==> config.mk <==
export PLATFORM = sky130hd
export DESIGN_NAME = rtmp_message_router_deaggregator_core
export DESIGN_NICKNAME = d
export VERILOG_FILES = /design/src/hdl/rmd_pkg.sv /design/src/hdl/rmd_front.sv /design/src/hdl/rmd_fifo.sv /design/src/hdl/rmd_back.sv /design/src/hdl/rtmp_message_router_deaggregator_core.sv
export SDC_FILE = /design/constraint.sdc
export NUM_CORES = 2
export LEC_CHECK = 0
export BUFFER_PORTS_ARGS = -buffer_cell sky130_fd_sc_hd__buf_2
export CAP_MARGIN = 20
export CORE_AREA = 2 2 273 477
export DETAILED_ROUTE_END_ITERATION = 16
export DIE_AREA = 0 0 275 479
export PLACE_DENSITY = 0.4
export SLEW_MARGIN = 20
export SYNTH_ARGS = -nofsm -noshare
export SYNTH_HDL_FRONTEND = slang
export SYNTH_SLANG_ARGS = --single-unit
==> constraint.sdc <==
create_clock -name clk -period 12.1 [get_ports clk]
set_clock_uncertainty 0.15 [all_clocks]
set_input_delay 0.605 -clock clk [delete_from_list [all_inputs] [get_ports clk]]
set_output_delay 0.605 -clock clk [all_outputs]
set_load 0.005 [all_outputs]
==> src/hdl/rmd_pkg.sv <==
// Shared types, constants and the script prefix table of the RTMP message router.
package rmd_pkg;

	localparam int QueueDepthDefault = 4;

	localparam logic [7:0] TypeAudio     = 8'd8;
	localparam logic [7:0] TypeVideo     = 8'd9;
	localparam logic [7:0] TypeScript    = 8'd18;
	localparam logic [7:0] TypeScriptAmf3 = 8'd15;
	localparam logic [7:0] TypeCommand   = 8'd20;
	localparam logic [7:0] TypeFlexCmd   = 8'd17;
	localparam logic [7:0] TypeUserEvent = 8'd4;
	localparam logic [7:0] TypeAggregate = 8'd22;

	localparam logic [2:0] RouteAudio   = 3'd0;
	localparam logic [2:0] RouteVideo   = 3'd1;
	localparam logic [2:0] RouteScript  = 3'd2;
	localparam logic [2:0] RouteCommand = 3'd3;
	localparam logic [2:0] RouteEvent   = 3'd4;
	localparam logic [2:0] RouteControl = 3'd5;
	localparam logic [2:0] RouteNone    = 3'd7;

	localparam logic [3:0] HdrLast     = 4'd10;
	localparam logic [3:0] HdrLenIdx   = 4'd3;
	localparam logic [3:0] PtrLen      = 4'd4;
	localparam logic [4:0] PrefixLen   = 5'd16;

	typedef struct packed {
		logic [7:0]  payload_byte;
		logic        msg_start;
		logic [7:0]  msg_type;
		logic [23:0] msg_length;
		logic [31:0] msg_timestamp;
	} in_t;

	typedef struct packed {
		logic [2:0]  route;
		logic [7:0]  out_byte;
		logic [31:0] out_timestamp;
		logic [23:0] out_length;
		logic        first_of_msg;
		logic        last_of_msg;
		logic        overrun_error;
		logic        last_of_run;
	} out_t;

	typedef struct packed {
		logic [3:0] replay;
		out_t       res;
	} cmd_t;

	function automatic logic [7:0] prefix_byte(input logic [3:0] idx);
		logic [7:0] r;
		case (idx)
			4'd0:  r = 8'h02;
			4'd1:  r = 8'h00;
			4'd2:  r = 8'h0d;
			4'd3:  r = 8'h40;
			4'd4:  r = 8'h73;
			4'd5:  r = 8'h65;
			4'd6:  r = 8'h74;
			4'd7:  r = 8'h44;
			4'd8:  r = 8'h61;
			4'd9:  r = 8'h74;
			4'd10: r = 8'h61;
			4'd11: r = 8'h46;
			4'd12: r = 8'h72;
			4'd13: r = 8'h61;
			4'd14: r = 8'h6d;
			default: r = 8'h65;
		endcase
		return r;
	endfunction

	function automatic logic [2:0] route_of(input logic [7:0] t);
		logic [2:0] r;
		case (t)
			TypeAudio: r = RouteAudio;
			TypeVideo: r = RouteVideo;
			TypeScript, TypeScriptAmf3: r = RouteScript;
			TypeCommand, TypeFlexCmd: r = RouteCommand;
			TypeUserEvent: r = RouteEvent;
			8'd1, 8'd2, 8'd3, 8'd5, 8'd6: r = RouteControl;
			default: r = RouteNone;
		endcase
		return r;
	endfunction

endpackage

==> src/hdl/rmd_front.sv <==
// Front end: parses each body byte, tracks message state and issues result commands.
module rmd_front import rmd_pkg::*; (
	input  logic clk,
	input  logic arst_n,
	input  logic acc,
	input  in_t  item,
	output logic push,
	output cmd_t cmd
);

	typedef enum logic [6:0] {
		PH_IDLE   = 7'b0000001,
		PH_PASS   = 7'b0000010,
		PH_SCRIPT = 7'b0000100,
		PH_AHDR   = 7'b0001000,
		PH_ABODY  = 7'b0010000,
		PH_APTR   = 7'b0100000,
		PH_DROP   = 7'b1000000
	} phase_t;

	typedef struct packed {
		logic       emit;
		logic [4:0] pm;
		cmd_t       cmd;
	} scr_t;

	phase_t      phase_q, nph;
	logic [7:0]  cur_type_q, typ, sub_type_q, styp;
	logic [23:0] body_length_q, blen, body_offset_q, boff;
	logic [23:0] sub_length_q, slen, sub_remaining_q, srem, pos;
	logic [3:0]  header_index_q, hidx;
	logic [31:0] sub_raw_time_q, sraw, prev_raw_time_q, prev, running_time_q, rt;
	logic [4:0]  prefix_matched_q, pm;
	logic [7:0]  b;
	scr_t        sr;

	function automatic scr_t script_fn(input logic [7:0] bt, input logic [23:0] len,
			input logic [23:0] p, input logic [4:0] m, input logic [31:0] ts);
		scr_t r;
		r = '0;
		r.pm = m;
		r.cmd.res.route = RouteScript;
		r.cmd.res.out_byte = bt;
		r.cmd.res.out_timestamp = ts;
		r.cmd.res.out_length = len;
		r.cmd.res.first_of_msg = (p == 24'd0);
		r.cmd.res.last_of_msg = ({1'b0, p} + 25'd1 == {1'b0, len});
		if (len <= 24'd16) begin
			r.emit = 1'b1;
		end else if (p < 24'd16 && m == p[4:0]) begin
			if (bt == prefix_byte(p[3:0])) begin
				r.pm = p[4:0] + 5'd1;
			end else begin
				r.emit = 1'b1;
				r.cmd.replay = p[3:0];
			end
		end else if (m == PrefixLen) begin
			r.emit = 1'b1;
			r.cmd.res.out_length = len - 24'd16;
			r.cmd.res.first_of_msg = (p == 24'd16);
		end else begin
			r.emit = 1'b1;
		end
		return r;
	endfunction

	always_comb begin
		nph = phase_q;
		typ = cur_type_q;
		blen = body_length_q;
		boff = body_offset_q;
		hidx = header_index_q;
		styp = sub_type_q;
		slen = sub_length_q;
		srem = sub_remaining_q;
		sraw = sub_raw_time_q;
		prev = prev_raw_time_q;
		rt = running_time_q;
		pm = prefix_matched_q;
		b = item.payload_byte;
		push = 1'b0;
		cmd = '0;
		pos = '0;
		sr = '0;
		if (item.msg_start) begin
			typ = item.msg_type;
			blen = item.msg_length;
			rt = item.msg_timestamp;
			boff = '0;
			pm = '0;
			prev = '0;
			hidx = '0;
			if (blen == 24'd0) begin
				nph = PH_IDLE;
			end else if (typ == TypeAggregate) begin
				nph = (26'd15 < {2'b0, blen}) ? PH_AHDR : PH_DROP;
			end else if (typ == TypeScript || typ == TypeScriptAmf3) begin
				nph = PH_SCRIPT;
			end else if (route_of(typ) != RouteNone) begin
				nph = PH_PASS;
			end else begin
				nph = PH_DROP;
			end
		end
		unique case (nph)
			PH_PASS: begin
				cmd.res.route = route_of(typ);
				cmd.res.out_byte = b;
				cmd.res.out_timestamp = rt;
				cmd.res.last_of_msg = ({1'b0, boff} + 25'd1 == {1'b0, blen});
				if (typ == TypeFlexCmd) begin
					push = (boff != 24'd0);
					cmd.res.out_length = blen - 24'd1;
					cmd.res.first_of_msg = (boff == 24'd1);
				end else begin
					push = 1'b1;
					cmd.res.out_length = blen;
					cmd.res.first_of_msg = (boff == 24'd0);
				end
			end
			PH_SCRIPT: begin
				sr = script_fn(b, blen, boff, pm, rt);
				push = sr.emit;
				cmd = sr.cmd;
				pm = sr.pm;
			end
			PH_AHDR: begin
				case (hidx)
					4'd0: styp = b;
					4'd1: slen = {b, 16'h0};
					4'd2: slen = slen | {8'h0, b, 8'h0};
					4'd3: slen = slen | {16'h0, b};
					4'd4: sraw = {8'h0, b, 16'h0};
					4'd5: sraw = sraw | {16'h0, b, 8'h0};
					4'd6: sraw = sraw | {24'h0, b};
					4'd7: sraw = sraw | {b, 24'h0};
					default: ;
				endcase
				if (hidx == HdrLenIdx &&
						({2'b0, boff} - 26'd3 + {2'b0, slen} + 26'd15 > {2'b0, blen})) begin
					push = 1'b1;
					cmd.res.overrun_error = 1'b1;
					nph = PH_DROP;
				end else if (hidx == HdrLast) begin
					if (boff != 24'd10) begin
						rt = rt + sraw - prev;
					end
					prev = sraw;
					hidx = '0;
					pm = '0;
					if (slen == 24'd0) begin
						nph = PH_APTR;
					end else begin
						srem = slen;
						nph = PH_ABODY;
					end
				end else begin
					hidx = hidx + 4'd1;
				end
			end
			PH_ABODY: begin
				pos = slen - srem;
				if (styp == TypeAudio || styp == TypeVideo) begin
					push = 1'b1;
					cmd.res.route = {2'b0, styp[0]};
					cmd.res.out_byte = b;
					cmd.res.out_timestamp = rt;
					cmd.res.out_length = slen;
					cmd.res.first_of_msg = (pos == 24'd0);
					cmd.res.last_of_msg = ({1'b0, pos} + 25'd1 == {1'b0, slen});
				end else if (styp == TypeScript) begin
					sr = script_fn(b, slen, pos, pm, rt);
					push = sr.emit;
					cmd = sr.cmd;
					pm = sr.pm;
				end
				srem = srem - 24'd1;
				if (srem == 24'd0) begin
					hidx = '0;
					nph = PH_APTR;
				end
			end
			PH_APTR: begin
				hidx = hidx + 4'd1;
				if (hidx >= PtrLen) begin
					hidx = '0;
					nph = ({2'b0, boff} + 26'd16 < {2'b0, blen}) ? PH_AHDR : PH_DROP;
				end
			end
			PH_IDLE, PH_DROP: ;
			default: ;
		endcase
		if (nph != PH_IDLE) begin
			boff = boff + 24'd1;
			if (boff >= blen) begin
				nph = PH_IDLE;
			end
		end
		push = push & acc;
	end

	always_ff @(posedge clk or negedge arst_n) begin
		if (!arst_n) begin
			phase_q <= PH_IDLE;
			cur_type_q <= '0;
			body_length_q <= '0;
			body_offset_q <= '0;
			header_index_q <= '0;
			sub_type_q <= '0;
			sub_length_q <= '0;
			sub_remaining_q <= '0;
			sub_raw_time_q <= '0;
			prev_raw_time_q <= '0;
			running_time_q <= '0;
			prefix_matched_q <= '0;
		end else if (acc) begin
			phase_q <= nph;
			cur_type_q <= typ;
			body_length_q <= blen;
			body_offset_q <= boff;
			header_index_q <= hidx;
			sub_type_q <= styp;
			sub_length_q <= slen;
			sub_remaining_q <= srem;
			sub_raw_time_q <= sraw;
			prev_raw_time_q <= prev;
			running_time_q <= rt;
			prefix_matched_q <= pm;
		end
	end

endmodule

==> src/hdl/rmd_fifo.sv <==
// Command queue between the parsing front end and the result expander.
module rmd_fifo import rmd_pkg::*; #(
	parameter int Depth = QueueDepthDefault
) (
	input  logic clk,
	input  logic arst_n,
	input  logic push,
	input  cmd_t push_data,
	output logic full,
	input  logic pop,
	output logic head_valid,
	output cmd_t head
);

	localparam int PtrW = (Depth > 1) ? $clog2(Depth) : 1;
	localparam int CntW = $clog2(Depth + 1);

	cmd_t mem_q [Depth];
	logic [PtrW-1:0] wr_q, rd_q;
	logic [CntW-1:0] cnt_q;

	assign full = (cnt_q == CntW'(Depth));
	assign head_valid = (cnt_q != '0);
	assign head = mem_q[rd_q];

	always_ff @(posedge clk) begin
		if (push) begin
			mem_q[wr_q] <= push_data;
		end
	end

	always_ff @(posedge clk or negedge arst_n) begin
		if (!arst_n) begin
			wr_q <= '0;
			rd_q <= '0;
			cnt_q <= '0;
		end else begin
			if (push) begin
				wr_q <= (wr_q == PtrW'(Depth - 1)) ? '0 : wr_q + PtrW'(1);
			end
			if (pop) begin
				rd_q <= (rd_q == PtrW'(Depth - 1)) ? '0 : rd_q + PtrW'(1);
			end
			cnt_q <= cnt_q + CntW'(push) - CntW'(pop);
		end
	end

endmodule

==> src/hdl/rmd_back.sv <==
// Back end: expands queued commands into result transfers, replaying prefix bytes.
module rmd_back import rmd_pkg::*; (
	input  logic clk,
	input  logic arst_n,
	input  logic head_valid,
	input  cmd_t head,
	output logic pop,
	output logic res_valid,
	input  logic res_stall,
	output out_t res_data
);

	logic [3:0] idx_q;
	logic       out_valid_q;
	out_t       out_q, nxt;
	logic       take, replay;

	assign take = !out_valid_q || !res_stall;
	assign replay = (idx_q < head.replay);
	assign pop = take && head_valid && !replay;
	assign res_valid = out_valid_q;
	assign res_data = out_q;

	always_comb begin
		nxt = head.res;
		nxt.last_of_run = 1'b1;
		if (replay) begin
			nxt.route = RouteScript;
			nxt.out_byte = prefix_byte(idx_q);
			nxt.first_of_msg = (idx_q == 4'd0);
			nxt.last_of_msg = 1'b0;
			nxt.overrun_error = 1'b0;
			nxt.last_of_run = 1'b0;
		end
	end

	always_ff @(posedge clk) begin
		if (take && head_valid) begin
			out_q <= nxt;
		end
	end

	always_ff @(posedge clk or negedge arst_n) begin
		if (!arst_n) begin
			out_valid_q <= 1'b0;
			idx_q <= '0;
		end else if (take) begin
			out_valid_q <= head_valid;
			if (head_valid) begin
				idx_q <= replay ? idx_q + 4'd1 : '0;
			end
		end
	end

endmodule

==> src/hdl/rtmp_message_router_deaggregator_core.sv <==
// Top level of the RTMP message router and aggregate splitter.
//
//   channel  | handshake                  | payload
//   input    | byte_valid / byte_stall    | byte_data (in_t)
//   results  | res_valid / res_stall      | res_data (out_t)
//
// An input byte is taken every cycle while the command queue has room.
// Each byte is parsed in the cycle it is taken; its results leave one per cycle while
// res_stall is low, so a script prefix mismatch that replays k bytes emits those k bytes
// and then the mismatching byte. Results pass through the queue and the output register.
// Reset clears all message state and empties the queue.
module rtmp_message_router_deaggregator_core import rmd_pkg::*; #(
	parameter int QueueDepth = QueueDepthDefault
) (
	input  logic clk,
	input  logic arst_n,
	input  logic byte_valid,
	output logic byte_stall,
	input  in_t  byte_data,
	output logic res_valid,
	input  logic res_stall,
	output out_t res_data
);

	logic acc, push, full, pop, head_valid;
	cmd_t cmd, head;

	assign byte_stall = full;
	assign acc = byte_valid && !full;

	rmd_front u_front (
		.clk(clk), .arst_n(arst_n), .acc(acc), .item(byte_data), .push(push), .cmd(cmd)
	);

	rmd_fifo #(.Depth(QueueDepth)) u_fifo (
		.clk(clk), .arst_n(arst_n), .push(push), .push_data(cmd), .full(full),
		.pop(pop), .head_valid(head_valid), .head(head)
	);

	rmd_back u_back (
		.clk(clk), .arst_n(arst_n), .head_valid(head_valid), .head(head), .pop(pop),
		.res_valid(res_valid), .res_stall(res_stall), .res_data(res_data)
	);

`ifndef ASSERT_OFF
	a_no_push_full: assert property (@(posedge clk) disable iff (!arst_n)
		push |-> !full) else $error("command pushed into a full queue");
	a_ovr_fields: assert property (@(posedge clk) disable iff (!arst_n)
		res_valid && res_data.overrun_error |-> res_data.last_of_run &&
		res_data.out_byte == 8'd0 && res_data.out_length == 24'd0)
		else $error("overrun result carries data");
	a_pop_valid: assert property (@(posedge clk) disable iff (!arst_n)
		pop |-> head_valid) else $error("pop from an empty queue");
	a_replay_not_last: assert property (@(posedge clk) disable iff (!arst_n)
		res_valid && !res_data.last_of_run |-> res_data.route == RouteScript)
		else $error("non-final result outside a script replay");
`endif

endmodule

==> flow_metrics.env <==
export IMPL_cts_reportedPaths_clkPinSlew_ps=70
export IMPL_synth_area_sq_um=38100
export IMPL_clock_sinks=603
export IMPL_synth_area_leaders="edfxtp_1 29%, dfrtp_1 15%, ha_1 7.6%, mux4_2 4.4%, o21ai_0 3.9%"
export IMPL_synth_distinct_cells=98
export IMPL_crit_type="register to register"
export IMPL_ioPinCount=150
export IMPL_clk_latency_ps=680
export IMPL_cts_inserted_buffers=61
export IMPL_drc=0
export IMPL_fp_dieH_um=479
export IMPL_post_drt_wl_per_cell_um=25.4
export IMPL_synth_top_area_share_pct=29.0
export IMPL_layout_min_cycle_time_ps=9360
export IMPL_r2r_start="u_front.header_index_q[1]"
export IMPL_cp_max_fo=46
export IMPL_grt_setup_unrepaired="no"
export IMPL_maxSlewHeadroom_pct=23.1
export IMPL_critPathLaunchType="register"
export IMPL_cts_root_buf="clkbuf_16"
export IMPL_dieWidth_um=275
export IMPL_synth_seq_cells=603
export IMPL_io_buffers=149
export IMPL_final_setup_tns_ps=0
export IMPL_worstMarginPinSlew_ps=1150
export IMPL_period_share_pct=77.3
export IMPL_multi_input_area_sq_um=19700
export IMPL_dieArea_sq_um=132000
export IMPL_slowest_delay_ps=720
export IMPL_cp_startpoint="u_front.header_index_q[1]"
export IMPL_p_leak_nw=17.3
export IMPL_grt_antenna_before_repair=5
export IMPL_grt_overflow=0
export IMPL_fillCellCount=13040
export IMPL_wirelength_mm=141
export IMPL_design_area_sq_um=43000
export IMPL_hpwl_mm=106
export IMPL_critPathRequiredTime_ps=12260
export IMPL_syn2layout_area_growth_pct=13.1
export IMPL_start_util_pct=29.7
export IMPL_drv_slew=0
export IMPL_clk_path_buf_depth=3
export IMPL_rows=174
export IMPL_synth_edf_count=367
export IMPL_placed_area_sq_um=40800
export IMPL_drive_above_1_share_pct=13.0
export IMPL_synthCells=3725
export IMPL_outcome="completed"
export IMPL_synth_area_per_cell_sq_um=10.2
export IMPL_coreArea_sq_um=128000
export IMPL_cp_data_arrival_time_ps=9510
export IMPL_place_ws_ps=2440
export IMPL_crit_top_cell="ha_1"
export IMPL_clock_fmax_ghz=0.107
export IMPL_gp_congestion=0.925
export IMPL_regArea_sq_um=16900
export IMPL_setup_viol=0
export IMPL_maxCapViolations=0
export IMPL_grt_pass1_vias=29979
export IMPL_yosysSeqAreaShare_pct=44.5
export IMPL_grt_max_degree=95
export IMPL_crit_slowest_cell="and2_4"
export IMPL_yosys_most_used_dff="edfxtp_1"
export IMPL_vias_per_cell=5.30
export IMPL_yosysTopAreaCell="edfxtp_1"
export IMPL_dr_pass1_iters=5
export IMPL_hold_path_startpoint="byte_data[62]"
export IMPL_synthArstFlopShare_pct=39.1
export IMPL_endpoint_kind="register"
export IMPL_setup_slack_ps=2740
export IMPL_htreeDepth=2
export IMPL_synth_nets=4066
export IMPL_fin_nets=4167
export IMPL_yosysWarnings=0
export IMPL_grt_usage_pct=21.3
export IMPL_drtAntennaViolNets=0
export IMPL_cts_tree="built"
export IMPL_grt_pass1_wl_mm=206
export IMPL_drtIter0Drc=1824
export IMPL_hp_class="input port to register"
export IMPL_power_density_nw_per_um2=176
export IMPL_hold_violations=0
export IMPL_ir_worst_vdd_mv=0.129
export IMPL_num_vias=29447
[state kept, by name (all words and copies together), names as in the netlist]
register	count
u_fifo.mem_q	296
u_front.sub_type_q	8
u_front.cur_type_q	8
u_back.idx_q	4
u_front.running_time_q	32
u_front.sub_length_q	24
u_back.res_valid	1
u_front.phase_q	7
u_front.header_index_q	4
u_back.res_data	71
u_front.prefix_matched_q	5
u_front.sub_raw_time_q	32
u_fifo.cnt_q	3
u_front.body_length_q	24
u_front.prev_raw_time_q	32
u_fifo.rd_q	2
u_front.body_offset_q	24
u_fifo.wr_q	2
u_front.sub_remaining_q	24
[timing repair]
item,CTS,global route
buffers inserted,0,0
endpoints found under the hold margin,80,0
gates resized for setup,0,0
hold buffers,2,0
setup endpoints to repair,0,0
[metal layers]
metal  vias to the layer above  global-route usage (%)  share of wire [%]
met5                         -                       0              0.023
met4                         6                    12.6                6.7
met3                       278                    2.16                3.0
met2                       700                    40.0                 54
met1                     14568                    22.6                 37
li1                      13895                       -                  -
[layout by cell type (no fill, tap or decap), types with 27 or more instances in the layout]
| master | count |
|---|---|
| nor4_1 | 34 |
| nor3_1 | 82 |
| clkbuf_16 | 63 |
| xor2_1 | 64 |
| or3_1 | 38 |
| o21ai_0 | 294 |
| or2_2 | 28 |
| fa_1 | 34 |
| a21o_1 | 63 |
| edfxtp_1 | 367 |
| buf_2 | 147 |
| a31oi_1 | 33 |
| nor2_1 | 294 |
| dfrtp_1 | 233 |
| nand4_1 | 40 |
| nand2_1 | 328 |
| a22o_1 | 37 |
| a21oi_1 | 226 |
| a22oi_1 | 47 |
| buf_4 | 85 |
| mux2i_1 | 71 |
| mux4_2 | 75 |
| nor2b_1 | 72 |
| inv_1 | 197 |
| nand3_1 | 68 |
| o22ai_1 | 29 |
| ha_1 | 230 |
| mux2_2 | 27 |
| xnor2_1 | 126 |
[cell type report]
type	count	share of cell area [%]
inverter	199	1.74
tap	1672	4.86
clock inverter	32	0.928
multi-input combinational	2724	45.7
sequential	603	39.4
timing repair buffer	237	3.35
clock buffer	83	4.02
antenna	4	0.0233
[Yosys cell counts (all sizes together) (16+ instances only)]
| library cell | instances |
|---|---|
| or3 | 38 |
| o211ai | 23 |
| nand2 | 328 |
| clkbuf | 158 |
| a22oi | 47 |
| and3 | 25 |
| a31oi | 35 |
| dfrtp | 235 |
| nor2 | 299 |
| o22ai | 29 |
| o21a | 25 |
| inv | 198 |
| o21ai | 297 |
| fa | 34 |
| xor2 | 65 |
| nor3 | 85 |
| a21oi | 229 |
| nand3 | 68 |
| or4 | 18 |
| edfxtp | 367 |
| nor3b | 16 |
| and2 | 20 |
| xnor2 | 127 |
| mux2 | 27 |
| nor2b | 73 |
| o31ai | 18 |
| buf | 41 |
| nor4 | 35 |
| ha | 230 |
| a22o | 37 |
| o21bai | 18 |
| or2 | 30 |
| nand2b | 24 |
| a211oi | 20 |
| mux2i | 71 |
| mux4 | 75 |
| nand4 | 40 |
| a21o | 63 |
[critical path, delay by kind of cell, from the launching register on]
family	cells	cell delay, ps
xor+xnor	1	100
flops	1	430
compound gates	13	3950
simple gates	7	2250
buf+inv	4	760
fa+ha+maj	5	1270
[cells by family (layout without fill, tap and decap cells)]
kind of cell             count (synthesis)  in the layout  share of synthesized area (%)
adder cells (fa/ha/maj)                264            264                           9.35
AO/OA/AOI/OAI                          955            955                           15.9
multiplexers                           173            173                           7.11
other                                    0              4                              0
flip-flops                             603            603                           44.5
AND/OR/NAND/NOR                       1140           1140                           14.6
buffers and inverters                  398            551                           4.10
XOR/XNOR                               192            192                           4.44
[per-stage QoR]
step	hold WS (ps)	util, %	instances	total power (W)
finish	59.3	33.6	5554	0.00757
global route	57.3	33.6	5551	0.00807
CTS	34.9	33.6	5550	0.00768
detailed placement	312	31.9	5433	0.00559
global placement	304	31.9	5433	0.00559
floorplan	159	-	3725	0.00461
[worst paths after layout]
kind,depth (start not counted),slack (ps),end
max reg2reg,30,2740,u_fifo.mem_q[2][53]
min in group asynchronous,2,360,u_front.running_time_q[27]
min,2,60,u_front.cur_type_q[6]
min reg2reg,2,320,u_front.prev_raw_time_q[21]
max in group asynchronous,4,9200,u_front.sub_length_q[22]
max,30,2740,u_fifo.mem_q[2][53]
[where the power goes]
part,internal (W),switching (W)
sequential,0.00245,0.000168
clock,0.00117,0.000889
combinational,0.00120,0.00169
total,0.00482,0.00275
Note: power is estimated with default switching activity, not from simulation.
